--- src/rtl/bb3_pkg.sv ---
`timescale 1ns / 1ps
// ----------------------------------------------------------------------------
// bb3_pkg
// Shared types and constants of the 3x3 edge-aware box blur.
// ----------------------------------------------------------------------------
package bb3_pkg;

    localparam int MAX_WIDTH_DEF  = 1024;
    localparam int MAX_HEIGHT_DEF = 4096;

    localparam int CFG_W_BITS = 11;
    localparam int CFG_H_BITS = 13;
    localparam int CFG_DATA_W = 13;
    localparam int CFG_IDX_W  = 1;

    localparam logic [CFG_IDX_W-1:0] REG_FRAME_WIDTH  = CFG_IDX_W'(0);
    localparam logic [CFG_IDX_W-1:0] REG_FRAME_HEIGHT = CFG_IDX_W'(1);

    localparam logic [CFG_W_BITS-1:0] FRAME_WIDTH_RST  = CFG_W_BITS'(1024);
    localparam logic [CFG_H_BITS-1:0] FRAME_HEIGHT_RST = CFG_H_BITS'(1024);

    localparam int CH_W    = 8;
    localparam int NUM_CH  = 3;
    localparam int TDATA_W = CH_W * NUM_CH;
    localparam int SUM_W   = 12;
    localparam int CNT_W   = 4;

    typedef struct packed {
        logic [CH_W-1:0] blue;
        logic [CH_W-1:0] green;
        logic [CH_W-1:0] red;
    } rgb_t;

    typedef logic [NUM_CH-1:0][CH_W-1:0]  chan_vec_t;
    typedef logic [NUM_CH-1:0][SUM_W-1:0] sum_vec_t;

    typedef struct packed {
        logic top;
        logic bottom;
        logic left;
        logic right;
    } edge_t;

    typedef struct packed {
        logic  wr;
        logic  par;
        logic  emit;
        logic  last;
        edge_t edges;
    } scan_t;

endpackage

--- src/rtl/bb3_scan.sv ---
`timescale 1ns / 1ps
// ----------------------------------------------------------------------------
// bb3_scan
// Configuration registers, frame size latch and the input/output raster
// counters; classifies each beat as stored, flushed or ignored.
// ----------------------------------------------------------------------------
module bb3_scan #(
    parameter int  MAX_WIDTH  = bb3_pkg::MAX_WIDTH_DEF,
    parameter int  MAX_HEIGHT = bb3_pkg::MAX_HEIGHT_DEF,
    localparam int COL_W      = $clog2(MAX_WIDTH)
) (
    input  logic                           aclk,
    input  logic                           aresetn,
    input  logic                           cfg_valid,
    output logic                           cfg_ready,
    input  logic [bb3_pkg::CFG_IDX_W-1:0]  cfg_index,
    input  logic [bb3_pkg::CFG_DATA_W-1:0] cfg_data,
    input  logic                           item_accept,
    input  logic                           drain,
    output logic                           take,
    output bb3_pkg::scan_t                 info,
    output logic [COL_W-1:0]               col
);

    localparam int WD_W  = $clog2(MAX_WIDTH + 2);
    localparam int ROW_W = $clog2(MAX_HEIGHT + 2);
    localparam int CWW   = (WD_W > bb3_pkg::CFG_W_BITS) ? WD_W : bb3_pkg::CFG_W_BITS;
    localparam int CHW   = (ROW_W > bb3_pkg::CFG_H_BITS) ? ROW_W : bb3_pkg::CFG_H_BITS;

    logic [bb3_pkg::CFG_W_BITS-1:0] width_cfg_reg;
    logic [bb3_pkg::CFG_H_BITS-1:0] height_cfg_reg;

    logic [WD_W-1:0]  act_w_reg, act_w_next;
    logic [ROW_W-1:0] act_h_reg, act_h_next;
    logic [COL_W-1:0] in_col_reg, in_col_next;
    logic [ROW_W-1:0] in_row_reg, in_row_next;
    logic [COL_W-1:0] out_col_reg, out_col_next;
    logic [ROW_W-1:0] out_row_reg, out_row_next;
    logic [WD_W-1:0]  lead_cnt_reg, lead_cnt_next;
    logic             lead_done_reg, lead_done_next;
    logic             frame_start_reg, frame_start_next;

    logic [CWW-1:0]   w_ext;
    logic [CHW-1:0]   h_ext;
    logic [WD_W-1:0]  w_clamped;
    logic [ROW_W-1:0] h_clamped;
    logic [WD_W-1:0]  eff_w;
    logic [ROW_W-1:0] eff_h;
    logic             pix_phase;
    logic             col_end;
    logic             out_col_last;
    logic             out_row_last;

    assign cfg_ready = 1'b1;

    always_ff @(posedge aclk) begin
        if (!aresetn) begin
            width_cfg_reg  <= bb3_pkg::FRAME_WIDTH_RST;
            height_cfg_reg <= bb3_pkg::FRAME_HEIGHT_RST;
        end else if (cfg_valid) begin
            unique case (cfg_index)
                bb3_pkg::REG_FRAME_WIDTH: begin
                    width_cfg_reg <= cfg_data[bb3_pkg::CFG_W_BITS-1:0];
                end
                bb3_pkg::REG_FRAME_HEIGHT: begin
                    height_cfg_reg <= cfg_data[bb3_pkg::CFG_H_BITS-1:0];
                end
                default: begin
                end
            endcase
        end
    end

    assign w_ext = CWW'(width_cfg_reg);
    assign h_ext = CHW'(height_cfg_reg);

    always_comb begin
        priority if (w_ext == '0) begin
            w_clamped = WD_W'(1);
        end else if (w_ext > CWW'(MAX_WIDTH)) begin
            w_clamped = WD_W'(MAX_WIDTH);
        end else begin
            w_clamped = WD_W'(w_ext);
        end
        priority if (h_ext == '0) begin
            h_clamped = ROW_W'(1);
        end else if (h_ext > CHW'(MAX_HEIGHT)) begin
            h_clamped = ROW_W'(MAX_HEIGHT);
        end else begin
            h_clamped = ROW_W'(h_ext);
        end
    end

    assign eff_w = frame_start_reg ? w_clamped : act_w_reg;
    assign eff_h = frame_start_reg ? h_clamped : act_h_reg;

    assign pix_phase    = in_row_reg < eff_h;
    assign col_end      = WD_W'(in_col_reg) == (eff_w - WD_W'(1));
    assign out_col_last = WD_W'(out_col_reg) == (eff_w - WD_W'(1));
    assign out_row_last = out_row_reg == (eff_h - ROW_W'(1));

    // drain while pixels are still due is dropped
    assign take = item_accept && !(drain && pix_phase);
    assign col  = in_col_reg;

    assign info.wr           = pix_phase;
    assign info.par          = in_row_reg[0];
    assign info.emit         = lead_done_reg;
    assign info.last         = lead_done_reg && out_col_last && out_row_last;
    assign info.edges.top    = out_row_reg != '0;
    assign info.edges.bottom = !out_row_last;
    assign info.edges.left   = out_col_reg != '0;
    assign info.edges.right  = !out_col_last;

    always_comb begin
        act_w_next       = item_accept ? eff_w : act_w_reg;
        act_h_next       = item_accept ? eff_h : act_h_reg;
        in_col_next      = in_col_reg;
        in_row_next      = in_row_reg;
        out_col_next     = out_col_reg;
        out_row_next     = out_row_reg;
        lead_cnt_next    = lead_cnt_reg;
        lead_done_next   = lead_done_reg;
        frame_start_next = frame_start_reg;
        if (take) begin
            if (info.last) begin
                in_col_next      = '0;
                in_row_next      = '0;
                out_col_next     = '0;
                out_row_next     = '0;
                lead_cnt_next    = '0;
                lead_done_next   = 1'b0;
                frame_start_next = 1'b1;
            end else begin
                frame_start_next = 1'b0;
                if (col_end) begin
                    in_col_next = '0;
                    in_row_next = in_row_reg + ROW_W'(1);
                end else begin
                    in_col_next = in_col_reg + COL_W'(1);
                end
                if (lead_done_reg) begin
                    if (out_col_last) begin
                        out_col_next = '0;
                        out_row_next = out_row_reg + ROW_W'(1);
                    end else begin
                        out_col_next = out_col_reg + COL_W'(1);
                    end
                end else begin
                    lead_cnt_next  = lead_cnt_reg + WD_W'(1);
                    lead_done_next = lead_cnt_reg == eff_w;
                end
            end
        end
    end

    always_ff @(posedge aclk) begin
        if (!aresetn) begin
            act_w_reg       <= WD_W'(1);
            act_h_reg       <= ROW_W'(1);
            in_col_reg      <= '0;
            in_row_reg      <= '0;
            out_col_reg     <= '0;
            out_row_reg     <= '0;
            lead_cnt_reg    <= '0;
            lead_done_reg   <= 1'b0;
            frame_start_reg <= 1'b1;
        end else begin
            act_w_reg       <= act_w_next;
            act_h_reg       <= act_h_next;
            in_col_reg      <= in_col_next;
            in_row_reg      <= in_row_next;
            out_col_reg     <= out_col_next;
            out_row_reg     <= out_row_next;
            lead_cnt_reg    <= lead_cnt_next;
            lead_done_reg   <= lead_done_next;
            frame_start_reg <= frame_start_next;
        end
    end

    a_last_restarts_frame: assert property (
        @(posedge aclk) disable iff (!aresetn)
        take && info.last |=> frame_start_reg && in_row_reg == '0 && !lead_done_reg
    ) else $error("counters not cleared after last result of frame");

    a_col_in_range: assert property (
        @(posedge aclk) disable iff (!aresetn)
        !frame_start_reg |-> WD_W'(in_col_reg) < act_w_reg
    ) else $error("input column beyond latched width");

endmodule

--- config.mk ---
export PLATFORM = sky130hd
export DESIGN_NAME = bb3_scan
export DESIGN_NICKNAME = d
export VERILOG_FILES = /design/src/rtl/bb3_pkg.sv /design/src/rtl/bb3_scan.sv
export SDC_FILE = /design/constraint.sdc
export NUM_CORES = 1
export LEC_CHECK = 0
export ABC_CLOCK_PERIOD_IN_PS = 9200
export BUFFER_PORTS_ARGS = -buffer_cell sky130_fd_sc_hd__buf_2
export CAP_MARGIN = 25
export CORE_UTILIZATION = 65
export DETAILED_ROUTE_END_ITERATION = 12
export PLACE_DENSITY = 0.94
export SETUP_SLACK_MARGIN = 0.02
export SLEW_MARGIN = 20
export SYNTH_ARGS = -nofsm -noshare
export SYNTH_HDL_FRONTEND = slang
export SYNTH_SLANG_ARGS = --single-unit
--- constraint.sdc ---
create_clock -name aclk -period 9.2 [get_ports aclk]
set_input_delay 1.38 -clock aclk [delete_from_list [all_inputs] [get_ports aclk]]
set_output_delay 1.38 -clock aclk [all_outputs]
set_load 0.02 [all_outputs]
* Yosys cells after proc, flatten, opt, wreduce, memory -nomap -nowiden
Cells that the tools add are included.
** Storage, ports and cells
- Logic and storage cells :: 68
- Register bits :: 107
** Operators by class
- $lt $le $gt $ge :: 3
- Multiplexer cells :: 21
- $add $sub $neg :: 7
- Bitwise gates (word level) :: 1
- Equality and inequality tests :: 5
- Reductions and logical operators :: 20
** Operator list (number)
- two-way mux 13 bit :: 8
- two-way mux 11 bit :: 5
- two-way mux 10 bit :: 5
- adder 13 x 1 -> 13 bit (second input constant) :: 2
- equality test 10 x 11 -> 1 bit :: 2
- adder 10 x 1 -> 10 bit (second input constant) :: 2
- equality test 13 bit :: 1
- greater-than comparator 13 bit (second input constant) :: 1
- zero test 13 bit :: 1
- < comparator 13 bit :: 1
- nonzero test 13 bit :: 1
- subtractor 13 x 1 -> 13 bit (second input constant) :: 1
- adder 11 x 1 -> 11 bit (second input constant) :: 1
- equality test 11 bit :: 1
- greater-than comparator 11 bit (second input constant) :: 1
- zero test 11 bit :: 1
- subtractor 11 x 1 -> 11 bit (second input constant) :: 1
- AND reduction 2 bit :: 5
- nonzero test 10 bit :: 1
- nonzero test 2 bit :: 3
- logical AND 1 bit :: 4
- zero test 1 bit :: 3
- two-way mux 1 bit :: 3
- AND reduction 3 bit :: 1
- 2 further kinds :: 2

* Longest topological paths before layout
- Depth in word-level cells :: 10
- Gate-level depth with buffers :: 18
- Mapped depth without buffers :: 13

* Worst setup path after synthesis
No wires, ideal clock.
- Path kind :: register to output
- From :: register frame_start_reg
- To :: output port info[4] (netlist name)
- Path slack :: 4.652 ns
- Path buffers :: 3
- Cell stages (with the launch flop) :: 15
- Data arrival time :: 3.168 ns
- Data required time :: 7.820 ns
- Cell sequence :: dfxtp_1 > buf_6 > buf_2 > nor4b_1 > and4_1 > or3_1 > clkbuf_1 > inv_1 > ha_1 > o221ai_1 > o31ai_1 > a21oi_1 > or3_1 > and2_1 > and3_1
** RTL lines
- from (decl) :: RTL line bb3_scan.sv:41 : logic frame_start_reg, frame_start_next;
- from (signal assigned) :: RTL line bb3_scan.sv:177 : frame_start_reg <= frame_start_next;
- to (decl) :: RTL line bb3_scan.sv:21 : output bb3_pkg::scan_t info,

==> run_results.csv <==
group,metric,value,unit
status,status,"complete, no violations",
synthesis,yosys.area.top_type,"dfxtp_1",
die,initial_core_util,0.681,
timing,finalWorstSetupSlack,3420,ps
worst_setup_path,path_max_fanout,23,
routing,drc,0,
synthesis,synth_common_cells,"dfxtp_1, nand2_1, nor2_1",
grt,antenna_found_initial,0,
worst_setup_path,worstPathRequired,7820,ps
cts,insertion_delay,390,ps
timing,fin_crit,5780,ps
cells_and_area,layout.nets,879,
timing,setup-violations-final,0,
cts,cts_sinks,107,
synthesis,ys_ff_latch,107,
power_and_ir_drop,intPower,0.000756,W
flow_run,cap_viol_max_count,0,
die,die_w,104,um
die,boundaryPins,39,
grt,grt_max_degree,52,
cells_and_area,diodes,0,
worst_setup_path,critPathTopFamily,"simple AND/OR/NAND/NOR gates",
grt,grt_pass1_wl,29.9,mm
routing,vias,6494,
power_and_ir_drop,combinationalPowerShare,0.193,
cts,cts_buffers,9,
worst_setup_path,crit_chain,"nor4b_1, and4_1, or3_1, inv_1, ha_1, o221ai_1, nor2_1, xnor2_1, nand3_1, a2111oi_4, and3_1, buf_2",
synthesis,ys_async_sr_fraction,0,
timing,tightest_slew,943,ps
timing,max_freq,173,MHz
power_and_ir_drop,clock_power_share,0.342,
timing,relSlewSlack,0.371,
die,die_area,10800,um2
power_and_ir_drop,p_per_area,148,nW/um2
routing,drtIter0Drc,610,
synthesis,netlist_instances,832,
cts,cts_tree,"built",
cts,cts_resized,0,
timing,whs,490,ps
worst_setup_path,cp_slowest_cell,"dfxtp_1",
timing,slew_viol_final,0,
timing,finalHoldViolCount,0,
die,die_h,104,um
cts,postCtsHoldBufs,0,
placed_design,routabilityCongestion,0.986,
routing,wirelength,18.6,mm
synthesis,synth_top_area_frac,0.318,
synthesis,ys_warn_count,0,
synthesis,ys_seq_area_frac,0.318,
timing,skew,13.5,ps
placed_design,place_ws,3920,ps
cts,post_cts_buffers,0,
worst_setup_path,cp-start-kind,"flop",
routing,drt_pass1_iterations,5,
cts,htree_levels,3,
worst_setup_path,cp.buffers_inverters,2,
synthesis,ys.flop_type,"dfxtp_1",
cts,cts_buffer_depth,2,
power_and_ir_drop,power_frac_seq,0.465,
timing,rsz0062_at_grt,"no",
power_and_ir_drop,p_switching,0.000306,W
timing,setup-tns-final,0,ps
worst_setup_path,crit_path_end_kind,"primary output",
power_and_ir_drop,peakVddDrop,123,uV
synthesis,synthTopCellsByArea,"dfxtp_1, nand2_1, xnor2_1",
die,rows,36,
cells_and_area,drive_above_1_share,0.0924,
routing,vias_per_cell,6.65,
placed_design,numPortBuffers,37,
routing,wl_per_cell,19.0,um
synthesis,synth.cell_area,6750,um2
cts,ctsRootBufferMaster,"clkbuf_8",
grt,gr-usage-all-layers,0.344,
cts,clkSlewWorstSetupHoldPaths,100,ps
power_and_ir_drop,switching_share,0.288,
die,core,9910,um2
grt,grt_pass1_vias,6107,
synthesis,yosysUniqueCellTypes,79,
synthesis,syn_avg_cell_area,8.11,um2
timing,post-route-period-util,0.628,
cells_and_area,syn_to_final_growth,6.70,%
routing,ant_nets,0,
worst_setup_path,path_class,"reg2out",
synthesis,syn-num-nets,872,
grt,gr-total-overflow,0,
synthesis,synth_edf_count,0,
worst_setup_path,cp.arrival,4400,ps
worst_hold_path,min_path_type,"reg2reg",
placed_design,dp_hpwl,13.8,mm
synthesis,synth_most_common_cell,"dfxtp_1",
worst_setup_path,max_stage_delay,780,ps
power_and_ir_drop,p_leak,2.70,nW
## worst register-to-register path, delay by kind of cell (launching register included)
kind                     cells  cell delay [ps]
AND/OR/NAND/NOR              9             3610
AO/OA/AOI/OAI                2              380
adder cells (fa/ha/maj)      1              310
flip-flops                   1              780
buffers and inverters        1              110
## path summary, 6_finish.rpt
path                                         to             from  depth (start not counted)  slack, ps
worst min-delay path               act_w_reg[8]     act_w_reg[8]                          2        490
worst min register to register     act_w_reg[8]     act_w_reg[8]                          2        490
worst max-delay path                    info[4]  frame_start_reg                         12       3420
worst max register to register  out_row_reg[12]  frame_start_reg                         13       3940
## layout make-up
| class | instances | area (um2) |
|---|---|---|
| well taps | 133 | 166 |
| clock buffers | 11 | 151 |
| flip-flops and latches | 107 | 2140 |
| repair buffers | 42 | 223 |
| clock inverters | 5 | 108 |
| inverters | 19 | 71.3 |
| multi-input cells | 660 | 4340 |
| fillers | 764 | 2710 |
## cell families (layout without fill, tap and decap cells)
kind of cell	count (synthesis)	in the layout	share of synthesized area
AO/OA/AOI/OAI	193	193	0.199
XOR/XNOR	68	68	0.0990
adder cells (fa/ha/maj)	21	21	0.0389
buffers and inverters	65	77	0.0408
flip-flops	107	107	0.318
multiplexers	6	6	0.00909
other	1	1	0.000556
AND/OR/NAND/NOR	371	371	0.295
## power by group through the flow
stage	logic [W]	registers [W]	clock network, W
after floorplan	0.000160	0.000498	0
after global placement	0.000194	0.000503	0
after detailed placement	0.000200	0.000504	0
after CTS	0.000201	0.000493	0.000367
after global routing	0.000221	0.000496	0.000384
final	0.000205	0.000494	0.000363
## cell usage in the layout, fill, tap and decap left out, drive strengths merged, types with 22 or more instances in the layout
cell,n
dfxtp,107
nand2,94
nor2,75
a21oi,55
buf,42
xnor2,35
nand3,32
xor2,28
nand4,22
a211oi,22
o21ai,22
## stage by stage
stage | std cells | total power, W | area [um2] | util
2_1_floorplan | 832 | 0.000657 | 6750 | -
3_3_place_gp | 961 | 0.000697 | 6940 | 0.700
3_5_place_dp | 961 | 0.000703 | 6940 | 0.700
4_1_cts | 977 | 0.00106 | 7200 | 0.726
5_1_grt | 977 | 0.00110 | 7200 | 0.726
6_report | 977 | 0.00106 | 7200 | 0.726
## routing by layer
| metal | global-route usage | share of wire | up-vias | wire length, um |
|---|---|---|---|---|
| met5 | 0 | 0 | - | 0 |
| met4 | 0.160 | 0.041 | 0 | 765 |
| met3 | 0.0639 | 0.067 | 69 | 1250 |
| met2 | 0.606 | 0.50 | 288 | 9230 |
| met1 | 0.403 | 0.40 | 3076 | 7360 |
| li1 | - | - | 3061 | - |
Note: power is estimated with default switching activity, not from simulation.
