$ cat src/rtl/bb3_pkg.sv
`timescale 1ns / 1ps
// ----------------------------------------------------------------------------
// bb3_pkg
// Shared types and constants of the 3x3 edge-aware box blur.
// ----------------------------------------------------------------------------
package bb3_pkg;

    localparam int MAX_WIDTH_DEF  = 1024;
    localparam int MAX_HEIGHT_DEF = 4096;

    localparam int CFG_W_BITS = 11;
    localparam int CFG_H_BITS = 13;
    localparam int CFG_DATA_W = 13;
    localparam int CFG_IDX_W  = 1;

    localparam logic [CFG_IDX_W-1:0] REG_FRAME_WIDTH  = CFG_IDX_W'(0);
    localparam logic [CFG_IDX_W-1:0] REG_FRAME_HEIGHT = CFG_IDX_W'(1);

    localparam logic [CFG_W_BITS-1:0] FRAME_WIDTH_RST  = CFG_W_BITS'(1024);
    localparam logic [CFG_H_BITS-1:0] FRAME_HEIGHT_RST = CFG_H_BITS'(1024);

    localparam int CH_W    = 8;
    localparam int NUM_CH  = 3;
    localparam int TDATA_W = CH_W * NUM_CH;
    localparam int SUM_W   = 12;
    localparam int CNT_W   = 4;

    typedef struct packed {
        logic [CH_W-1:0] blue;
        logic [CH_W-1:0] green;
        logic [CH_W-1:0] red;
    } rgb_t;

    typedef logic [NUM_CH-1:0][CH_W-1:0]  chan_vec_t;
    typedef logic [NUM_CH-1:0][SUM_W-1:0] sum_vec_t;

    typedef struct packed {
        logic top;
        logic bottom;
        logic left;
        logic right;
    } edge_t;

    typedef struct packed {
        logic  wr;
        logic  par;
        logic  emit;
        logic  last;
        edge_t edges;
    } scan_t;

endpackage

$ cat src/rtl/bb3_mean.sv
`timescale 1ns / 1ps
// ----------------------------------------------------------------------------
// bb3_mean
// Rounded mean (2*sum+count)/(2*count) by reciprocal multiply; output beat
// register.
// ----------------------------------------------------------------------------
module bb3_mean (
    input  logic                        aclk,
    input  logic                        aresetn,
    input  logic                        in_valid,
    output logic                        in_ready,
    input  bb3_pkg::sum_vec_t           sums,
    input  logic [bb3_pkg::CNT_W-1:0]   cnt,
    input  logic                        in_last,
    output logic                        m_valid,
    input  logic                        m_ready,
    output bb3_pkg::rgb_t               m_data,
    output logic                        m_last
);

    localparam int NUM_W       = bb3_pkg::SUM_W + 1;
    localparam int RECIP_W     = 16;
    localparam int RECIP_SHIFT = 16;
    localparam int PROD_W      = NUM_W + RECIP_W;

    // ceil(2^16 / (2*n)); exact for every numerator up to 2*2295+9
    function automatic logic [RECIP_W-1:0] recip(input logic [bb3_pkg::CNT_W-1:0] n);
        logic [RECIP_W-1:0] m;
        unique case (n)
            4'd1:    m = 16'd32768;
            4'd2:    m = 16'd16384;
            4'd3:    m = 16'd10923;
            4'd4:    m = 16'd8192;
            4'd5:    m = 16'd6554;
            4'd6:    m = 16'd5462;
            4'd7:    m = 16'd4682;
            4'd8:    m = 16'd4096;
            4'd9:    m = 16'd3641;
            default: m = '0;
        endcase
        return m;
    endfunction

    logic                m_valid_reg;
    bb3_pkg::chan_vec_t  q_reg;
    logic                last_reg;
    bb3_pkg::chan_vec_t  q_comb;
    logic [RECIP_W-1:0]  rcp;

    assign in_ready = !m_valid_reg || m_ready;
    assign rcp      = recip(cnt);

    always_comb begin
        logic [NUM_W-1:0]  num;
        logic [PROD_W-1:0] prod;
        for (int ch = 0; ch < bb3_pkg::NUM_CH; ch++) begin
            num        = {sums[ch], 1'b0} + NUM_W'(cnt);
            prod       = PROD_W'(num) * PROD_W'(rcp);
            q_comb[ch] = prod[RECIP_SHIFT +: bb3_pkg::CH_W];
        end
    end

    always_ff @(posedge aclk) begin
        if (!aresetn) begin
            m_valid_reg <= 1'b0;
        end else if (in_ready) begin
            m_valid_reg <= in_valid;
        end
    end

    always_ff @(posedge aclk) begin
        if (in_ready && in_valid) begin
            q_reg    <= q_comb;
            last_reg <= in_last;
        end
    end

    assign m_valid = m_valid_reg;
    assign m_data  = q_reg;
    assign m_last  = last_reg;

endmodule

$ cat config.mk
export PLATFORM = sky130hd
export DESIGN_NAME = bb3_mean
export DESIGN_NICKNAME = d
export VERILOG_FILES = /design/src/rtl/bb3_pkg.sv /design/src/rtl/bb3_mean.sv
export SDC_FILE = /design/constraint.sdc
export NUM_CORES = 1
export LEC_CHECK = 0
export ABC_AREA = 1
export BUFFER_PORTS_ARGS = -buffer_cell sky130_fd_sc_hd__buf_2
export CORE_ASPECT_RATIO = 1.1
export CORE_MARGIN = 5
export CORE_UTILIZATION = 43
export DETAILED_ROUTE_END_ITERATION = 16
export SYNTH_ARGS = -nofsm -noshare
export SYNTH_HDL_FRONTEND = slang
export SYNTH_SLANG_ARGS = --single-unit
$ cat constraint.sdc
create_clock -name aclk -period 7 [get_ports aclk]
set_input_delay 0.35 -clock aclk [delete_from_list [all_inputs] [get_ports aclk]]
set_output_delay 0.35 -clock aclk [all_outputs]
set_load 0.005 [all_outputs]
======== Word level (Yosys, flattened, before mapping) ========
Memories as Yosys holds them, arrays and structs flattened.
Index checks and enable logic that the tools add are counted.
Widths: inputs -> output; s select.
storage, ports and cells
  register bits after elaboration ......... 26
  ROM bits ................................ 256
  input port bits ......................... 45
  output and inout port bits .............. 27
  word-level logic and storage cells ...... 15
  memories kept ........................... 1
operators by class
  $add $sub $neg .......................... 3
  multiply operators ...................... 3
  reductions and logical operators ........ 3
memories
  memory            words  bits a word  rd ports  clocked after Yosys merged registers in  write ports  line            text
  (name not given)  16     16           1         0                                        0            bb3_mean.sv:29  unique case (n)
operator list
  kind               count
  $mul 13x16->24     3
  $add 13x4->13      3
  $logic_and 1x1->1  1
  $logic_not 1->1    1
  $logic_or 1x1->1   1

======== Depth between registers and ports, before layout ========
Gate-level depths: netlist of run 1.
  depth in word-level cells ............... 3
  depth in mapped cells ................... 31
  mapped depth without buffers ............ 31

======== Least setup slack after synthesis of run 1 ========
OpenSTA, ideal clock, no wires.
  path kind ............................... input -> register
  from .................................... input port cnt[0] (netlist name)
  to ...................................... register q_reg, in the netlist m_data[21], data pin
  library setup time ...................... 0.259 ns
  arrival ................................. 5.667 ns
  data required time ...................... 6.741 ns
  setup slack ............................. 1.074 ns
  stages on the path ...................... 24
  buffers on the path ..................... 2
  cells stage by stage .................... inv_1 -> clkbuf_1 -> ha_1 -> inv_1 -> nor2_1 -> nor2_2 -> inv_2 -> buf_1 -> nand2_1 -> fa_1 -> inv_1 -> fa_1 -> fa_1 -> fa_1 -> inv_1 -> fa_1 -> inv_1 -> ha_1 -> a21o_1 -> a31oi_1 -> nand2_1 -> a221oi_1 -> nand2_1 -> xor2_1
RTL lines
  item                    line            text
  start: declaration      bb3_mean.sv:13  input logic [bb3_pkg::CNT_W-1:0] cnt,
  end signal: assignment  bb3_mean.sv:73  q_reg <= q_comb;
  end: declaration        bb3_mean.sv:45  bb3_pkg::chan_vec_t q_reg;

==> impl_metrics.tcl, run 1 <==
set metrics [dict create \
    drc 0 \
    synth-edff-count 25 \
    slowest_stage "fa_1" \
    syn2layout_area_growth_pct 7.11 \
    ys_warn_count 0 \
    core_area_mm2 0.0445 \
    synthTopCellsByArea "fa_1 45%, inv_1 13%, nand2_1 12%, ha_1 10%, nor2_1 4.4%" \
    grt_pass1_wl_um 91400 \
    die_y_um 233 \
    io-pin-count 72 \
    netlist_area_mm2 0.0194 \
    vias 16200 \
    synth-async-reset-ratio 0 \
    clock_latency_ns 0.32 \
    grt_pass1_vias 17000 \
    avgSynthCellArea_um2 7.65 \
    drtIter0Drc 1231 \
    critical_path_arrival_ns 6.59 \
    num_rows 81 \
    endpoint_kind "flip-flop" \
    yosysUniqueCellTypes 46 \
    min_period_over_period 0.931 \
    drt_first_pass_iters 6 \
    finalMaxSlewViolations 0 \
    antenna_left 0 \
    routabilityCongestion 0.950 \
    ctsRootBufferMaster "clkbuf_16" \
    finalCriticalPeriod_ns 6.52 \
    setup_viol 0 \
    netlist_instances 2533 \
    drive_above_1_share 0.0697 \
    status "finished, final reports clean" \
    initial_core_util 0.436 \
    relSlewSlack 0.354 \
    syn_nets 3177 \
    critPathMostFrequentCell "fa_1" \
    cts_buffers 3 \
    wl_um 56500 \
    vias_per_cell 5.10 \
    cts_sinks 26 \
    dp.cells 3168 \
    fin_nets 3242 \
    hp-class "input pin to flip-flop" \
    yosysTopAreaCell "fa_1" \
    finalHoldViolCount 0 \
    synth_top_flop_cell "edfxtp_1" \
    finalNonFillerCells 3178 \
    max_freq_mhz 153 \
    mostFrequentLayoutCells "695 x inv_1, 613 x nand2_1, 438 x fa_1" \
    synth_top_area_share 0.452 \
    antenna_cells 0 \
    fin_skew_ns 0.0143 \
    cpPeakStageDelay_ns 0.50 \
    rsz0062_at_grt "no" \
    power_density_mw_per_mm2 151 \
    critPathRequiredTime_ns 7.08 \
    path_class "input pin to flip-flop" \
    peakVddDrop_v 0.0000988 \
    wire_per_inst_um 17.8 \
    dieArea_mm2 0.0494 \
    seq_area_frac_synth 0.0398 \
    final_common_cell "inv_1" \
    path_max_fanout 9 \
    path_buf_inv 7 \
    overflow 0 \
    clockBufferDepth 2 \
    tritoncts "built" \
    synth-seq-cells 26 \
    grt_usage 0.238 \
    dpl.hpwl_um 47800 \
    critical_path.startpoint_type "input pin" \
    maxCapViolations 0 \
    crit_family "adder cells" \
    htreeDepth 1 \
    tns_ns 0 \
    grt_max_degree 32 \
    antenna_found_initial 0 \
    leakage_nw 11.3 \
    dieWidth_um 212 \
    tightest_slew_ns 0.965 \
    largest_reg_flops 24 \
    clkTransAtPathRegs_ns 0.10 \
    io_buffers 71 \
]
## routing by layer
| metal | up-vias | part of all wire | GRT usage |
|---|---|---|---|
| met5 | - | 0 | 0 |
| met4 | 0 | 0.043 | 0.0916 |
| met3 | 105 | 0.068 | 0.0244 |
| met2 | 606 | 0.48 | 0.399 |
| met1 | 8054 | 0.41 | 0.320 |
| li1 | 7456 | - | - |
## worst reg2reg max path, cell delays in order (launching register included)
cell	delay, ns
dfxtp_1	0.36
a21oi_4	0.14
buf_4	0.42
## power by group
part	total (mW)	internal, mW	switching (mW)
combinational	2.65	0.965	1.68
clock	0.214	0.116	0.0980
sequential	0.283	0.270	0.0126
total	3.14	1.35	1.79
## kinds of logic after synthesis
family,share of synthesized area
simple gates,0.205
compound gates,0.0352
xor+xnor,0.0112
buf+inv,0.152
flops,0.0398
fa+ha+maj,0.556
## synth_stat cells, types with 7 or more instances
master    instances
nand3_1          81
nor3_1           10
buf_2             8
clkinv_1          7
ha_1            161
nand4_1          20
buf_1            12
nand2_1         613
a21oi_1          54
nand2_2          11
edfxtp_1         25
o21ai_0          27
inv_1           697
inv_2            15
xor2_1           20
fa_1            438
clkbuf_1         41
nor2_1          225
## stage by stage
step	instance area, µm²	worst slack [ns]	total power, mW	util	hold WS [ns]
after floorplan	19400	1.07	2.18	-	0.449
after global placement	20600	0.313	2.90	0.463	0.523
after detailed placement	20600	0.230	2.93	0.463	0.529
after CTS	20700	0.558	3.17	0.465	0.200
after global routing	20800	0.0977	3.58	0.467	0.197
final	20800	0.484	3.14	0.467	0.214
## area by class of cell
cell class                 count  area, µm²
multi-input combinational   1725      15700
clock inverter                 1       30.0
inverter                     720       2710
fill                        4451      23700
clock buffer                   3       75.1
sequential                    26        771
tap                          581        727
timing repair buffer         122        766
## repair_timing
item	4_1_cts	5_1_grt
hold buffers	0	0
setup endpoints to repair	0	1
buffers inserted	0	6
hold endpoints to repair	0	0
resized for setup	0	3
## final timing paths
check,from,slack (ns),cells after the start,endpoint
hold reg to reg,m_valid,0.56,2,m_valid
setup / recovery,cnt[1],0.48,28,m_data[23]
setup reg to reg,m_valid,5.72,2,m_data[0]
hold / removal,in_last,0.21,1,m_last
Power figures use the tool's default switching activity.
==> run 2: changes to the inputs <==
Settings changed: MAX_ROUTING_LAYER set to met4.
==> run 2 against run 1 <==
  * Clock power is essentially flat
  * Power shrank 0.64%
  * Global-route usage grew 0.43 points
  * Combinational power is essentially flat
  * Non-clock buffer count shrank 1
  * Count of clock-buffer cells in the layout is the same
  * Critical path type unchanged
==> impl_metrics.tcl, run 2 (synthesis gave the netlist of run 1 again) <==
set metrics [dict create \
    grt_usage 0.243 \
    tritoncts "built" \
    wire_per_inst_um 17.7 \
    relSlewSlack 0.372 \
    fin_skew_ns 0.0148 \
    grt_max_degree 32 \
    setup_viol 0 \
    ctsRootBufferMaster "clkbuf_16" \
    leakage_nw 11.3 \
    hp-class "input pin to flip-flop" \
    p_int_mw 1.34 \
    clock_latency_ns 0.32 \
    cts_hold_buf 0 \
    finalHoldViolCount 0 \
    tns_ns 0 \
    routabilityCongestion 0.960 \
    drtIter0Drc 1148 \
    endpoint_kind "flip-flop" \
    drt_first_pass_iters 5 \
    critical_path_arrival_ns 6.61 \
    largest_reg_flops 24 \
    path_max_fanout 9 \
    wl_um 56200 \
    fin_ws_ns 0.464 \
    seq_power_share 0.090 \
    drc 0 \
    final_common_cell "inv_1" \
    fin_nets 3241 \
    rsz0062_at_grt "no" \
    critical_path.startpoint_type "input pin" \
    initial_core_util 0.436 \
    grt_pass1_wl_um 90800 \
    power_density_mw_per_mm2 151 \
    antenna_left 0 \
    io_buffers 71 \
    path_class "input pin to flip-flop" \
    fin_area_mm2 0.0207 \
    core_area_mm2 0.0445 \
    cts_resized 0 \
    status "finished, final reports clean" \
    pwr-share-clk 0.069 \
    die_y_um 233 \
    drive_above_1_share 0.0686 \
    clkTransAtPathRegs_ns 0.10 \
    peakVddDrop_v 0.000116 \
    num_rows 81 \
    clockBufferDepth 2 \
    postLayoutCoreUtil 0.466 \
    finalNonFillerCells 3178 \
    dp.cells 3173 \
    maxCapViolations 0 \
    holdWs_ns 0.220 \
    mostFrequentLayoutCells "697 x inv_1, 613 x nand2_1, 438 x fa_1" \
    swShare 0.570 \
    dpl.hpwl_um 47700 \
    finalCriticalPeriod_ns 6.54 \
    cts_buffers 3 \
    cts_setup_buffers 0 \
    grt_pass1_vias 16900 \
    final.fill_count 4493 \
    tightest_slew_ns 0.939 \
    power.total_mw 3.12 \
    switching_power_mw 1.78 \
    cts_sinks 26 \
    dpl-instance-area_mm2 0.0206 \
    p_comb_frac 0.841 \
    overflow 0 \
    vias 16200 \
    antenna_found_initial 1 \
    pre_cts_slack_ns 0.222 \
    htreeDepth 1 \
    finalMaxSlewViolations 0 \
    max_freq_mhz 153 \
    dieArea_mm2 0.0494 \
    dieWidth_um 212 \
    io-pin-count 72 \
    vias_per_cell 5.09 \
    min_period_over_period 0.934 \
    syn2layout_area_growth_pct 6.91 \
    critPathRequiredTime_ns 7.08 \
]
run 2: power groups by stage:
stage               logic [mW]  registers, mW  clock network, mW
CTS                       2.65          0.284              0.222
detailed placement        2.63          0.288                  0
global route              3.05          0.287              0.224
finish                    2.62          0.282              0.215
floorplan                 1.88          0.297                  0
global placement          2.61          0.287                  0
run 2: area by class of cell:
| class | count | area, µm² | area share |
|---|---|---|---|
| diodes | 1 | 2.50 | 0.000121 |
| clock buffers | 3 | 75.1 | 0.00362 |
| clock inverters | 1 | 30.0 | 0.00145 |
| inverters | 720 | 2710 | 0.131 |
| multi-input cells | 1725 | 15700 | 0.757 |
| flip-flops and latches | 26 | 771 | 0.0372 |
| well taps | 581 | 727 | 0.0351 |
| repair buffers | 121 | 731 | 0.0353 |
run 2: worst paths after layout:
path	from	to	slack, ns	depth (start not counted)
setup / recovery	cnt[1]	m_data[23]	0.46	28
hold / removal	in_last	m_last	0.22	1
setup reg to reg	m_valid	m_data[23]	5.72	2
hold reg to reg	m_valid	m_valid	0.55	2
run 2: metal layers:
| metal | GRT usage | part of all wire | vias to the layer above |
|---|---|---|---|
| met4 | 0.0804 | 0.042 | 0 |
| met1 | 0.320 | 0.41 | 8029 |
| met2 | 0.396 | 0.48 | 593 |
| met3 | 0.0239 | 0.067 | 119 |
| li1 | - | - | 7439 |
| met5 | - | 0 | - |
run 2: worst max-delay path: stages:
cell,delay [ns]
buf_2,0.17
ha_1,0.26
fa_1,0.42
nand3_1,0.10
nand2_1,0.15
inv_1,0.09
nor2_1,0.05
or2_2,0.27
nand2_1,0.25
clkinv_1,0.39
nand2_1,0.21
fa_1,0.43
fa_1,0.58
fa_1,0.43
fa_1,0.45
fa_1,0.49
inv_1,0.04
ha_1,0.35
nand2_1,0.17
nor2_1,0.08
nand2_1,0.10
inv_1,0.04
o21ai_0,0.06
nand3_1,0.09
a21oi_1,0.38
inv_1,0.07
nand3_1,0.09
nand2_1,0.04
==> run 3: changes to the inputs <==
Settings changed: CELL_PAD_IN_SITES_DETAIL_PLACEMENT set to 1, CELL_PAD_IN_SITES_GLOBAL_PLACEMENT set to 1, PLACE_DENSITY_LB_ADDON set to 0.1.
==> run 3 against run 2 <==
  * Fmax is 0.71% lower
  * Setup slack worse by 0.047 ns
  * Final cell count is 0.41% higher
  * Design area is 0.65% higher
  * First-iteration DRC count is 26% lower
  * Global-route usage is 3.2 points higher
  * Register-to-register slack worse by 0.08 ns
  * Critical path depth is 1 higher
  * Utilization is 0.30 points higher
  * Critical endpoint unchanged
==> impl_metrics.tcl, run 3 (synthesis gave the netlist of run 1 again) <==
set metrics [dict create \
    path_class "input pin to flip-flop" \
    switching_power_mw 1.89 \
    cts_sinks 26 \
    wire_per_inst_um 19.9 \
    endpoint_kind "flip-flop" \
    dpl.hpwl_um 54300 \
    clock_latency_ns 0.34 \
    met1_usage 0.352 \
    holdPathStages 1 \
    busiest_layer "met2" \
    dieWidth_um 212 \
    finalCriticalPeriod_ns 6.58 \
    vias 16500 \
    p_int_mw 1.37 \
    slowest_stage "fa_1" \
    largest_reg_flops 24 \
    syn2layout_area_growth_pct 7.60 \
    power.total_mw 3.27 \
    antenna_cells 0 \
    routabilityCongestion 0.939 \
    path_max_fanout 14 \
    tns_ns 0 \
    final_common_cell "inv_1" \
    num_rows 81 \
    io_buffers 71 \
    holdPathEnd "m_last" \
    relSlewSlack 0.505 \
    critPathRequiredTime_ns 7.08 \
    max_freq_mhz 152 \
    cts_resized 0 \
    finalHoldViolCount 0 \
    seq_power_share 0.087 \
    hp-class "input pin to flip-flop" \
    drive_above_1_share 0.0743 \
    tightest_slew_ns 0.740 \
    power_density_mw_per_mm2 157 \
    grt_usage 0.275 \
    ctsRootBufferMaster "clkbuf_16" \
    die_y_um 233 \
    drc 0 \
    cpPeakStageDelay_ns 0.51 \
    clockBufferDepth 2 \
    min_period_over_period 0.940 \
    maxCapViolations 0 \
    drtIter0Drc 845 \
    critical_path.startpoint_type "input pin" \
    peakVddDrop_v 0.000128 \
    cts_setup_buffers 0 \
    final.fill_count 5607 \
    cts_hold_buf 0 \
    r2r_slack_ns 5.64 \
    grt_pass1_vias 18600 \
    worstHoldStart "in_last" \
    fin_nets 3255 \
    grt_pass1_wl_um 101000 \
    grt_max_degree 32 \
    antenna_found_initial 0 \
    setup_viol 0 \
    pwr-share-clk 0.070 \
    dieArea_mm2 0.0494 \
    status "finished, final reports clean" \
    drt_first_pass_iters 5 \
    htreeDepth 1 \
    reg2reg_from "m_valid" \
    finalMaxSlewViolations 0 \
    r2r_cells 2 \
    initial_core_util 0.436 \
    p_comb_frac 0.843 \
    leakage_nw 11.3 \
    critical_path_arrival_ns 6.66 \
    fin_skew_ns 0.0273 \
    tritoncts "built" \
    gr-usage-met3 0.0407 \
    overflow 0 \
    swShare 0.579 \
    rsz0062_at_grt "no" \
    antenna_left 0 \
    r2r_end "m_data[22]" \
    wl_um 63500 \
    clkTransAtPathRegs_ns 0.11 \
    mostFrequentLayoutCells "697 x inv_1, 612 x nand2_1, 438 x fa_1" \
    io-pin-count 72 \
    cts_buffers 3 \
    core_area_mm2 0.0445 \
    met2_usage 0.452 \
    vias_per_cell 5.18 \
]
[run 3: cell count changes in the layout (fill, tap and decap cells not counted)]
cell        before  now
clkinv_1         7    6
buf_12           0    2
diode_2          1    0
nand2_2         11   12
buf_4           50   62
nand2_1        613  612
clkinvlp_4       0    1
[run 3: through the flow]
stage          std cells  instance area, µm²  worst slack [ns]   util  hold WS, ns
2_1_floorplan       2533               19400              1.07      -        0.449
3_3_place_gp        3187               20700            0.0711  0.466        0.524
3_5_place_dp        3187               20700           -0.0417  0.466        0.529
4_1_cts             3191               20900             0.290  0.469        0.203
5_1_grt             3191               20900            0.0452  0.469        0.201
6_report            3191               20900             0.417  0.469        0.203
[run 3: worst max-delay path, delay by kind of cell]
| family | cells | cell delay, ns |
|---|---|---|
| adders and majority gates | 7 | 3.11 |
| and+or+nand+nor | 12 | 1.50 |
| buffers and inverters | 7 | 0.90 |
| AOI/OAI and AO/OA | 3 | 0.81 |
[run 3: per-layer routing]
layer / part of all wire / wire (µm)
met1: 0.42 / 26700
met2: 0.48 / 30800
met3: 0.056 / 3580
met4: 0.039 / 2510
met5: 0 / 0
[run 3: layout make-up]
cell class              instances  area, µm²  share of cell area
well taps                     581        727              0.0349
clock buffers                   3       75.1             0.00360
flip-flops and latches         26        771              0.0370
inverters                     720       2710               0.130
clock inverters                 1       30.0             0.00144
multi-input cells            1725      15700               0.752
repair buffers                135        861              0.0413
[run 3: worst max-delay path by stage]
stage | start | to | slack, ns | depth (start not counted)
2_1_floorplan | cnt[0] | m_data[21] | 1.07 | 24
3_3_place_gp | cnt[2] | m_data[23] | 0.07 | 28
3_5_place_dp | cnt[2] | m_data[23] | -0.04 | 28
4_1_cts | cnt[1] | m_data[23] | 0.29 | 28
5_1_grt | cnt[3] | m_data[23] | 0.05 | 27
6_report | cnt[3] | m_data[23] | 0.42 | 29
[run 3: power groups by stage]
stage	combinational [mW]	sequential, mW	clock, mW
6_report	2.75	0.284	0.230
5_1_grt	3.17	0.289	0.239
3_5_place_dp	2.76	0.288	0
4_1_cts	2.78	0.285	0.232
3_3_place_gp	2.65	0.286	0
2_1_floorplan	1.88	0.297	0
