**config.mk**
```make
export PLATFORM = sky130hd
export DESIGN_NAME = bb3_window
export DESIGN_NICKNAME = d
export VERILOG_FILES = /design/src/rtl/bb3_pkg.sv /design/src/rtl/bb3_window.sv
export SDC_FILE = /design/constraint.sdc
export NUM_CORES = 1
export LEC_CHECK = 0
export BUFFER_PORTS_ARGS = -buffer_cell sky130_fd_sc_hd__buf_4
export CAP_MARGIN = 20
export CORE_MARGIN = 2
export CORE_UTILIZATION = 55
export DETAILED_ROUTE_END_ITERATION = 6
export MAX_ROUTING_LAYER = met4
export PLACE_DENSITY = 0.8
export SLEW_MARGIN = 15
export SYNTH_ARGS = -nofsm -noshare
export SYNTH_HDL_FRONTEND = slang
export SYNTH_SLANG_ARGS = --single-unit
```
**constraint.sdc**
```tcl
create_clock -name aclk -period 7.2 [get_ports aclk]
set_input_delay 0.36 -clock aclk [delete_from_list [all_inputs] [get_ports aclk]]
set_output_delay 0.36 -clock aclk [all_outputs]
set_load 0.05 [all_outputs]
```
**src/rtl/bb3_pkg.sv**
```systemverilog
`timescale 1ns / 1ps
// ----------------------------------------------------------------------------
// bb3_pkg
// Shared types and constants of the 3x3 edge-aware box blur.
// ----------------------------------------------------------------------------
package bb3_pkg;

    localparam int MAX_WIDTH_DEF  = 1024;
    localparam int MAX_HEIGHT_DEF = 4096;

    localparam int CFG_W_BITS = 11;
    localparam int CFG_H_BITS = 13;
    localparam int CFG_DATA_W = 13;
    localparam int CFG_IDX_W  = 1;

    localparam logic [CFG_IDX_W-1:0] REG_FRAME_WIDTH  = CFG_IDX_W'(0);
    localparam logic [CFG_IDX_W-1:0] REG_FRAME_HEIGHT = CFG_IDX_W'(1);

    localparam logic [CFG_W_BITS-1:0] FRAME_WIDTH_RST  = CFG_W_BITS'(1024);
    localparam logic [CFG_H_BITS-1:0] FRAME_HEIGHT_RST = CFG_H_BITS'(1024);

    localparam int CH_W    = 8;
    localparam int NUM_CH  = 3;
    localparam int TDATA_W = CH_W * NUM_CH;
    localparam int SUM_W   = 12;
    localparam int CNT_W   = 4;

    typedef struct packed {
        logic [CH_W-1:0] blue;
        logic [CH_W-1:0] green;
        logic [CH_W-1:0] red;
    } rgb_t;

    typedef logic [NUM_CH-1:0][CH_W-1:0]  chan_vec_t;
    typedef logic [NUM_CH-1:0][SUM_W-1:0] sum_vec_t;

    typedef struct packed {
        logic top;
        logic bottom;
        logic left;
        logic right;
    } edge_t;

    typedef struct packed {
        logic  wr;
        logic  par;
        logic  emit;
        logic  last;
        edge_t edges;
    } scan_t;

endpackage

```
**src/rtl/bb3_window.sv**
```systemverilog
`timescale 1ns / 1ps
// ----------------------------------------------------------------------------
// bb3_window
// 3x3 window shift register and the clipped per-channel neighborhood sums.
// ----------------------------------------------------------------------------
module bb3_window (
    input  logic                        aclk,
    input  logic                        aresetn,
    input  logic                        take,
    input  bb3_pkg::scan_t              info,
    input  bb3_pkg::rgb_t               pix,
    input  bb3_pkg::rgb_t               older,
    input  bb3_pkg::rgb_t               newer,
    output logic                        in_ready,
    output logic                        sum_valid,
    input  logic                        sum_ready,
    output bb3_pkg::sum_vec_t           sums,
    output logic [bb3_pkg::CNT_W-1:0]   cnt,
    output logic                        sum_last
);

    logic           s1_valid_reg;
    bb3_pkg::scan_t s1_info_reg;
    bb3_pkg::rgb_t  s1_pix_reg;

    bb3_pkg::rgb_t  win_reg [3][3];
    logic           s2_valid_reg;
    bb3_pkg::edge_t s2_edge_reg;
    logic           s2_last_reg;

    logic                      s3_valid_reg;
    bb3_pkg::sum_vec_t         s3_sum_reg;
    logic [bb3_pkg::CNT_W-1:0] s3_cnt_reg;
    logic                      s3_last_reg;

    logic s1_move, s2_move, s3_move;
    logic s1_rdy, s2_rdy, s3_rdy;

    logic [8:0]        use_mask;
    bb3_pkg::sum_vec_t col_sum [3];
    bb3_pkg::sum_vec_t sum_comb;

    assign s3_rdy  = !s3_valid_reg || sum_ready;
    assign s2_rdy  = !s2_valid_reg || s3_rdy;
    assign s1_rdy  = !s1_valid_reg || s2_rdy;
    assign s3_move = s3_valid_reg && sum_ready;
    assign s2_move = s2_valid_reg && s3_rdy;
    assign s1_move = s1_valid_reg && s2_rdy;

    assign in_ready = s1_rdy;

    always_ff @(posedge aclk) begin
        if (!aresetn) begin
            s1_valid_reg <= 1'b0;
            s2_valid_reg <= 1'b0;
            s3_valid_reg <= 1'b0;
        end else begin
            if (take) begin
                s1_valid_reg <= 1'b1;
            end else if (s1_move) begin
                s1_valid_reg <= 1'b0;
            end
            if (s1_move) begin
                s2_valid_reg <= s1_info_reg.emit;
            end else if (s2_move) begin
                s2_valid_reg <= 1'b0;
            end
            if (s2_move) begin
                s3_valid_reg <= 1'b1;
            end else if (s3_move) begin
                s3_valid_reg <= 1'b0;
            end
        end
    end

    always_ff @(posedge aclk) begin
        if (take) begin
            s1_info_reg <= info;
            s1_pix_reg  <= pix;
        end
        if (s1_move) begin
            win_reg[0]    <= win_reg[1];
            win_reg[1]    <= win_reg[2];
            win_reg[2][0] <= older;
            win_reg[2][1] <= newer;
            win_reg[2][2] <= s1_pix_reg;
            s2_edge_reg   <= s1_info_reg.edges;
            s2_last_reg   <= s1_info_reg.last;
        end
        if (s2_move) begin
            s3_sum_reg  <= sum_comb;
            s3_cnt_reg  <= bb3_pkg::CNT_W'($countones(use_mask));
            s3_last_reg <= s2_last_reg;
        end
    end

    always_comb begin
        bb3_pkg::chan_vec_t px;
        for (int c = 0; c < 3; c++) begin
            col_sum[c] = '0;
            for (int r = 0; r < 3; r++) begin
                use_mask[c*3+r] = (r != 0 || s2_edge_reg.top)
                               && (r != 2 || s2_edge_reg.bottom)
                               && (c != 0 || s2_edge_reg.left)
                               && (c != 2 || s2_edge_reg.right);
                px = win_reg[c][r];
                for (int ch = 0; ch < bb3_pkg::NUM_CH; ch++) begin
                    if (use_mask[c*3+r]) begin
                        col_sum[c][ch] = col_sum[c][ch] + bb3_pkg::SUM_W'(px[ch]);
                    end
                end
            end
        end
        for (int ch = 0; ch < bb3_pkg::NUM_CH; ch++) begin
            sum_comb[ch] = col_sum[0][ch] + col_sum[1][ch] + col_sum[2][ch];
        end
    end

    assign sum_valid = s3_valid_reg;
    assign sums      = s3_sum_reg;
    assign cnt       = s3_cnt_reg;
    assign sum_last  = s3_last_reg;

    a_count_legal: assert property (
        @(posedge aclk) disable iff (!aresetn)
        s3_valid_reg |-> (s3_cnt_reg == 4'd1 || s3_cnt_reg == 4'd2 || s3_cnt_reg == 4'd3
                       || s3_cnt_reg == 4'd4 || s3_cnt_reg == 4'd6 || s3_cnt_reg == 4'd9)
    ) else $error("neighborhood size is not a clipped 3x3 window");

endmodule

```
# After elaboration in Yosys (flattened, before gate mapping)
# Memory sizes are Yosys's and may differ from the RTL's.
# Cells that the tools add are included.
[totals]
register_bits = 79
ramBits = 216
inputBits = 84
word_cells = 103
n_memories = 1
[memory_table]
columns = ["name", "depth", "word_bits", "rd", "rd_ports_with_merged_regs", "wr", "line", "rtl"]
rows = [
  ["win_reg", 3, 72, 3, 0, 3, "bb3_window.sv:26", "bb3_pkg::rgb_t win_reg [3][3];"],
]
[op_classes]
addsub = 32
n_mux = 32
n_reduce_logical = 16
[ops]
columns = ["op", "n"]
rows = [
  ["$add 12x8->12", 18],
  ["$mux 12", 15],
  ["$add 12x12->12", 6],
  ["$mux 8", 9],
  ["$mux 1", 8],
  ["$logic_and 1x1->1", 7],
  ["$add 1x1->2", 3],
  ["$add 2x2->3", 2],
  ["$reduce_bool 2->1", 3],
  ["$add 3x3->4", 1],
  ["$add 4x1->4", 1],
  ["$logic_not 1->1", 3],
  ["$logic_or 1x1->1", 3],
  ["$add 1x1->2 const A", 1],
]

# Depth between registers and ports, before layout
# Gate-level depths: netlist of run 1.
[depth]
word_depth = 8
mapped_depth = 28
mapped_depth_nobuf = 26

# Worst setup path after synthesis of run 1
# No wires, ideal clock.
[synth_timing]
kind = "register to register"
from = "register s3_valid_reg, in the netlist sum_valid"
to = "register s2_edge_reg[0] in the netlist's numbering, enable pin"
setup_time_ps = 608
arrival_ps = 5782
slack_ps = 810
stages_incl_launch_ff = 4
n_path_buf = 0
synth_period_minus_slack_ps = 6390
cell_sequence = "dfxtp_1 -> nor2b_1 -> nand2_1 -> and2_1"
[synth_via]
elab_chain_cells = 4
[synth_lines]
columns = ["element", "line", "rtl"]
rows = [
  ["start: declaration", "bb3_window.sv:31", "logic s3_valid_reg;"],
  ["start signal: assignment", "bb3_window.sv:56", "s3_valid_reg <= 1'b0;"],
  ["start signal: assignment", "bb3_window.sv:69", "s3_valid_reg <= 1'b1;"],
  ["start signal: assignment", "bb3_window.sv:71", "s3_valid_reg <= 1'b0;"],
  ["$logic_not 1->1", "bb3_window.sv:43", "assign s3_rdy = !s3_valid_reg || sum_ready;"],
  ["$logic_or 1x1->1", "bb3_window.sv:43", ""],
  ["$logic_or 1x1->1", "bb3_window.sv:44", "assign s2_rdy = !s2_valid_reg || s3_rdy;"],
  ["$logic_and 1x1->1", "bb3_window.sv:48", "assign s1_move = s1_valid_reg && s2_rdy;"],
  ["via s1_move", "bb3_window.sv:36", "logic s1_move, s2_move, s3_move;"],
  ["end signal: assignment", "bb3_window.sv:87", "s2_edge_reg <= s1_info_reg.edges;"],
  ["end: declaration", "bb3_window.sv:28", "bb3_pkg::edge_t s2_edge_reg;"],
]
# The timed path passes the listed nets, and every way through them passes these cells.
# A chain may end at the register's enable or synchronous reset.

==> results.yml, run 1 <==
timing:
  worst_pin_slew_ns: 0.916
  clock.fmax_mhz: 161
  slew_headroom_pct: 38.9
  hold_violations: 0
  setup_slack_ns: 1.00
  finalSetupViolCount: 0
  fin_crit_ns: 6.20
  drv_slew: 0
  post-route-period-util_pct: 86.1
  grt_setup_unrepaired: "no"
  timing.setup.tns_ns: 0
  skew_ns: 0.0226
cts:
  postCtsSetupRepairBufs: 0
  clk_pin_slew_ns: 0.06
  cts.htree.levels: 1
  clock-sinks: 295
  ctsLongestPathBuffers: 3
  cts_buffers: 30
  hold_buffers: 79
  root_buffer: "clkbuf_16"
  cts_resized: 0
  cts_tree: "yes"
  clock_latency_ns: 0.57
job:
  maxCapViolCount: 0
detailed_routing:
  drc: 0
  wl_per_cell_um: 17.9
  vias_per_cell: 5.59
  num_vias: 12600
  drtPass1Iterations: 5
  totalWireLength_um: 40300
  ant_nets: 0
  drt-initial-drc-count: 881
synth:
  synth.area.mux_share_pct: 1.09
  yosysTopAreaCell: "edfxtp_1"
  yosysUniqueCellTypes: 58
  synth_compound_area_share_pct: 10.4
  yosys_warnings: 0
  ys.flop_type: "edfxtp_1"
  synth-seq-cells: 295
  synthArstFlopShare_pct: 0
  synth_top_area_share_pct: 48.5
  syn_inst: 1573
  synth_top_family_by_area: "adder cells"
  synth_most_common_cell: "edfxtp_1"
  syn_area_sq_um: 18100
  syn-num-nets: 1889
  synthSimpleGateAreaFrac_pct: 12.4
  synth_xor_area_share_pct: 5.47
  syn-mean-instance-area_sq_um: 11.5
  synth_edf_count: 292
  synth_common_cells: "edfxtp_1 (292), ha_1 (178), inv_1 (127), nor2_1 (127), nand2_1 (95)"
  ys_top_cells_by_area: "edfxtp_1 (48%), ha_1 (12%), fa_1 (6.0%)"
  synth-seq-area-share_pct: 48.8
  synth_fa_ha_area_share_pct: 18.4
worst_setup_path:
  r2r_end: "sums[34]$_DFFE_PP_"
  r2r_start: "s2_edge_reg[3]$_DFFE_PP_"
  start_kind: "flip-flop"
  endpoint: "sums[34]$_DFFE_PP_"
  ff2ff_setup_slack_ns: 1.00
  worstSetupEndpointType: "flip-flop"
  arrival_ns: 6.51
  critPathMaxFanout: 46
  critPathLaunch: "s2_edge_reg[3]$_DFFE_PP_"
  path_class: "reg2reg"
  reg2reg_depth: 25
  critPathRequiredTime_ns: 7.51
die:
  core-area_sq_um: 32500
  die-height_um: 185
  io_pins: 127
  die_w_um: 185
  initial_utilization_pct: 55.7
  rows: 66
  die-area_sq_um: 34400
final_layout:
  fin_util_pct: 66.0
  drive_gt1_share_pct: 11.4
  nets: 2100
  diodes: 0
  synthToLayoutAreaGrowth_pct: 18.4
  largest_reg_flops: 216
  n_fill_cell: 2282
placement:
  gp_congestion: 0.908
  preCtsSetupSlack_ns: 1.05
  io_buffer_count: 124
  hpwl_um: 28500
grt:
  grt_start_max_net_pins: 161
  first_global_vias: 12500
  grt_usage_pct: 24.5
  antenna_found_initial: 0
  gr-total-overflow: 0
  grt_pass1_wl_um: 63500
min_path:
  min_path_type: "in2reg"
outcome:
  status: "finished, final reports clean"
pwr:
  ir_drop_mv: 0.211
  powerDensity_nw_per_um2: 232
  p_leak_nw: 8.89
==> logic make-up (layout without fill, tap and decap cells) <==
group | after synthesis | in the layout
xor+xnor | 113 | 113
compound gates | 291 | 291
buf+inv | 165 | 400
simple gates | 456 | 456
fa+ha+maj | 234 | 234
mux | 19 | 19
flops | 295 | 295
==> critical path, cell delays in order, from the launching register on <==
cell      delay (ns)
edfxtp_1        0.34
buf_4           0.38
and3_1          0.24
ha_1            0.17
inv_1           0.06
fa_1            0.41
nor2b_1         0.22
o21ai_0         0.11
nand2_1         0.14
xnor2_1         0.08
nor2_1          0.19
ha_1            0.30
nand3_1         0.08
o211ai_1        0.12
o41ai_1         0.48
xnor2_1         0.18
nand2_1         0.07
o41ai_1         0.08
o21ai_0         0.33
fa_1            0.63
inv_1           0.04
ha_1            0.24
or4_1           0.58
a31o_1          0.25
a21oi_2         0.15
xor2_1          0.07
==> power by group <==
part	internal [mW]	switching, mW
sequential	2.02	0.0468
combinational	0.533	0.668
clock	1.01	0.680
==> area by class of cell <==
| class | instances | area (sq um) | share of cell area (%) |
|---|---|---|---|
| inverter | 128 | 480 | 2.24 |
| timing repair buffer | 216 | 1830 | 8.55 |
| clock inverter | 20 | 280 | 1.31 |
| tap | 442 | 553 | 2.58 |
| multi-input combinational | 1113 | 8650 | 40.4 |
| clock buffer | 36 | 795 | 3.71 |
| sequential | 295 | 8830 | 41.2 |
==> cell usage in the layout, fill, tap and decap left out, types with 14 or more instances in the layout <==
| master | n |
|---|---|
| a21boi_0 | 15 |
| and3_1 | 52 |
| xor2_1 | 35 |
| xnor2_1 | 78 |
| edfxtp_1 | 292 |
| mux2i_1 | 14 |
| nor2_1 | 127 |
| o21a_1 | 16 |
| fa_1 | 54 |
| and2_1 | 41 |
| ha_1 | 178 |
| a21o_1 | 26 |
| clkbuf_16 | 31 |
| nand2_1 | 95 |
| nor3_1 | 46 |
| a21oi_1 | 62 |
| dlygate4sd3_1 | 79 |
| nand3_1 | 17 |
| nor2b_1 | 37 |
| o21ai_0 | 82 |
| inv_1 | 127 |
| buf_4 | 136 |
==> layer usage <==
metal,up-vias,routed length [um],track usage (%)
li1,6066,-,-
met1,6011,19100,35.3
met2,465,17700,36.8
met3,43,2820,3.38
met4,0,744,6.44
met5,-,0,-
==> through the flow <==
| stage | cells | power [mW] | cell area (sq um) | hold slack, ns |
|---|---|---|---|---|
| CTS | 2250 | 4.97 | 21400 | 0.152 |
| global route | 2250 | 5.21 | 21400 | 0.187 |
| floorplan | 1573 | 2.98 | 18100 | 0.400 |
| finish | 2250 | 4.96 | 21400 | 0.174 |
| detailed placement | 2115 | 3.26 | 19600 | 0.405 |
| global placement | 2115 | 3.20 | 19600 | 0.401 |
==> worst min path at each step <==
stage / from / to / slack [ns] / cells after the start
6_report: sum_ready / sum_valid$_SDFFE_PN0P_ / 0.17 / 3
5_1_grt: sum_ready / s2_valid_reg$_SDFFE_PN0P_ / 0.19 / 4
4_1_cts: sum_ready / sum_valid$_SDFFE_PN0P_ / 0.15 / 3
3_5_place_dp: s1_info_reg[0]$_DFFE_PP_ / s2_edge_reg[0]$_DFFE_PP_ / 0.40 / 0
3_3_place_gp: s1_pix_reg[15]$_DFFE_PP_ / win_reg[2][15]$_DFFE_PP_ / 0.40 / 0
2_1_floorplan: s1_info_reg[0]$_DFFE_PP_ / s2_edge_reg[0]$_DFFE_PP_ / 0.40 / 0
Power figures use the tool's default switching activity.
==> inputs of run 2 (changes only) <==
- ABC_AREA: unset -> 1
- CORE_ASPECT_RATIO: unset -> 0.9
==> run 2 against run 1 <==
The run now ends with DRC left. Sequential power hardly changed. Clock power down 3%. Global-route usage increased by 1.6 points. Synthesized cell count increased by 27%. Via count up 14%. Sequential cell count did not move. First-iteration DRC count rose by 98%. Cell count is 17% higher. Register-to-register slack is essentially flat. Total power is 0.22% lower. Utilization down 2.4 points. Clock skew is 0.0011 ns higher.
==> results.yml, run 2 <==
synth:
  syn-num-nets: 2311
  ys_top_cells_by_area: "edfxtp_1 (47%), ha_1 (12%), nand2_1 (8.3%)"
  synth_edf_count: 292
  syn_inst: 1995
  yosys_warnings: 0
  syn_area_sq_um: 18800
  synth_top_area_share_pct: 46.6
  synth_common_cells: "nand2_1 (415), inv_1 (335), edfxtp_1 (292)"
  yosysTopAreaCell: "edfxtp_1"
  syn-mean-instance-area_sq_um: 9.42
  synth_most_common_cell: "nand2_1"
  synthArstFlopShare_pct: 0
  ys.flop_type: "edfxtp_1"
  yosysUniqueCellTypes: 39
  synth-seq-area-share_pct: 47.0
  synth-seq-cells: 295
final_layout:
  diodes: 0
  synthToLayoutAreaGrowth_pct: 14.2
  layout_common_cells: "nand2_1 (415), inv_1 (334), edfxtp_1 (292), ha_1 (178), nor2_1 (158)"
  final_common_cell: "nand2_1"
  nets: 2468
  drive_gt1_share_pct: 9.33
  fin_util_pct: 63.5
  largest_reg_flops: 216
worst_setup_path:
  max_stage_delay_ns: 0.85
  worstSetupEndpointType: "flip-flop"
  arrival_ns: 6.47
  start_kind: "flip-flop"
  crit_slowest_cell: "edfxtp_1"
  path_class: "reg2reg"
  critPathRequiredTime_ns: 7.46
  critPathMaxFanout: 22
  cp_common_cell: "nand2_1"
placement:
  preCtsSetupSlack_ns: 1.10
  gp_congestion: 0.949
  hpwl_um: 33700
  io_buffer_count: 124
detailed_routing:
  totalWireLength_um: 44900
  drtPass1Iterations: 7
  vias_per_cell: 5.45
  wl_per_cell_um: 17.0
  ant_nets: 0
  num_vias: 14400
  drt-initial-drc-count: 1743
  drc: 4
cts:
  ctsLongestPathBuffers: 3
  cts.htree.levels: 2
  cts_buffers: 34
  clk_pin_slew_ns: 0.06
  clock_latency_ns: 0.53
  root_buffer: "clkbuf_16"
  cts_tree: "yes"
  clock-sinks: 295
timing:
  fin_crit_ns: 6.20
  finalSetupViolCount: 0
  worst_pin_slew_ns: 1.07
  skew_ns: 0.0237
  slew_headroom_pct: 27.9
  timing.setup.tns_ns: 0
  hold_violations: 0
  setup_slack_ns: 0.995
  drv_slew: 0
  post-route-period-util_pct: 86.2
  grt_setup_unrepaired: "no"
  clock.fmax_mhz: 161
  whs_ns: 0.0107
die:
  die-height_um: 179
  die_w_um: 199
  core-area_sq_um: 33800
  die-area_sq_um: 35700
  rows: 64
  initial_utilization_pct: 55.6
  io_pins: 127
grt:
  grtUsageMet2_pct: 38.6
  gr-total-overflow: 0
  grt_pass1_wl_um: 69800
  grt.busiest_layer: "met2"
  first_global_vias: 13800
  grt_start_max_net_pins: 112
  grt_usage_pct: 26.2
  antenna_found_initial: 0
  met3_usage_pct: 3.43
  gr-usage-met1_pct: 38.3
pwr:
  powerDensity_nw_per_um2: 231
  ir_drop_mv: 0.197
  p_leak_nw: 10.1
outcome:
  violations: "DRC"
  status: "finished with violations"
min_path:
  min_path_type: "in2reg"
job:
  maxCapViolCount: 0
run 2: cell count changes in the layout (fill, tap and decap cells not counted), sizes merged, moves of 39 or more:
cell	before	now
a21oi	68	158
dlygate4sd3	79	18
nor3	46	5
nand2	95	417
nand3	17	108
inv	130	338
and2	42	0
nand4	3	42
xnor2	78	21
and3	52	1
run 2: metal layers:
layer  part of all wire [%]  vias to the layer above
li1                       -                     6995
met1                     46                     6678
met2                     43                      611
met3                    9.0                       78
met4                    2.6                        0
met5                      0                        -
run 2: repair_timing:
action                    in CTS  in global routing
resized for setup              0                  0
hold endpoints to repair      16                  2
buffers inserted               0                  0
hold buffers                  16                  2
run 2: path summary, 6_finish.rpt:
kind	from	slack, ns	cells past startpoint	endpoint
max	s2_edge_reg[3]$_DFFE_PP_	1.0	27	sums[22]$_DFFE_PP_
min	older[13]	0.01	1	win_reg[2][61]$_DFFE_PP_
max reg2reg	s2_edge_reg[3]$_DFFE_PP_	1.0	27	sums[22]$_DFFE_PP_
min reg2reg	s1_pix_reg[23]$_DFFE_PP_	0.42	0	win_reg[2][23]$_DFFE_PP_
run 2: area by class of cell:
type / instances / area [sq um]
fillers: 2719 / 12300
flip-flops and latches: 295 / 8830
multi-input cells: 1331 / 8560
inverters: 338 / 1280
repair buffers: 152 / 1190
clock buffers: 42 / 901
well taps: 462 / 578
clock inverters: 17 / 141
run 2: cell families (layout without fill, tap and decap cells):
group,Yosys count,count (layout),share of synthesized area (%)
AND/OR/NAND/NOR,758,758,17.0
XOR/XNOR,55,55,2.56
adder cells (fa/ha/maj),232,232,17.6
multiplexers,1,1,0.0533
flip-flops,295,295,47.0
buffers and inverters,369,549,7.54
AO/OA/AOI/OAI,285,285,8.26
run 2: critical path: cells and delay by family (launching register included):
family                   cells  cell delay (ns)
adder cells (fa/ha/maj)      4             1.44
AND/OR/NAND/NOR             14             2.20
buffers and inverters        3             0.47
flip-flops                   1             0.85
AO/OA/AOI/OAI                6             0.96
run 2: where the power goes:
group	internal [mW]	switching [mW]
Clock	0.934	0.704
Combinational	0.467	0.775
Sequential	2.03	0.0425
Total	3.43	1.52
run 2: metrics by stage:
step	cell area [sq um]	std cells	power [mW]
2_1_floorplan	18800	1995	3.00
3_3_place_gp	20300	2560	3.26
3_5_place_dp	20300	2560	3.32
4_1_cts	21500	2635	4.96
5_1_grt	21500	2637	5.20
6_report	21500	2637	4.95
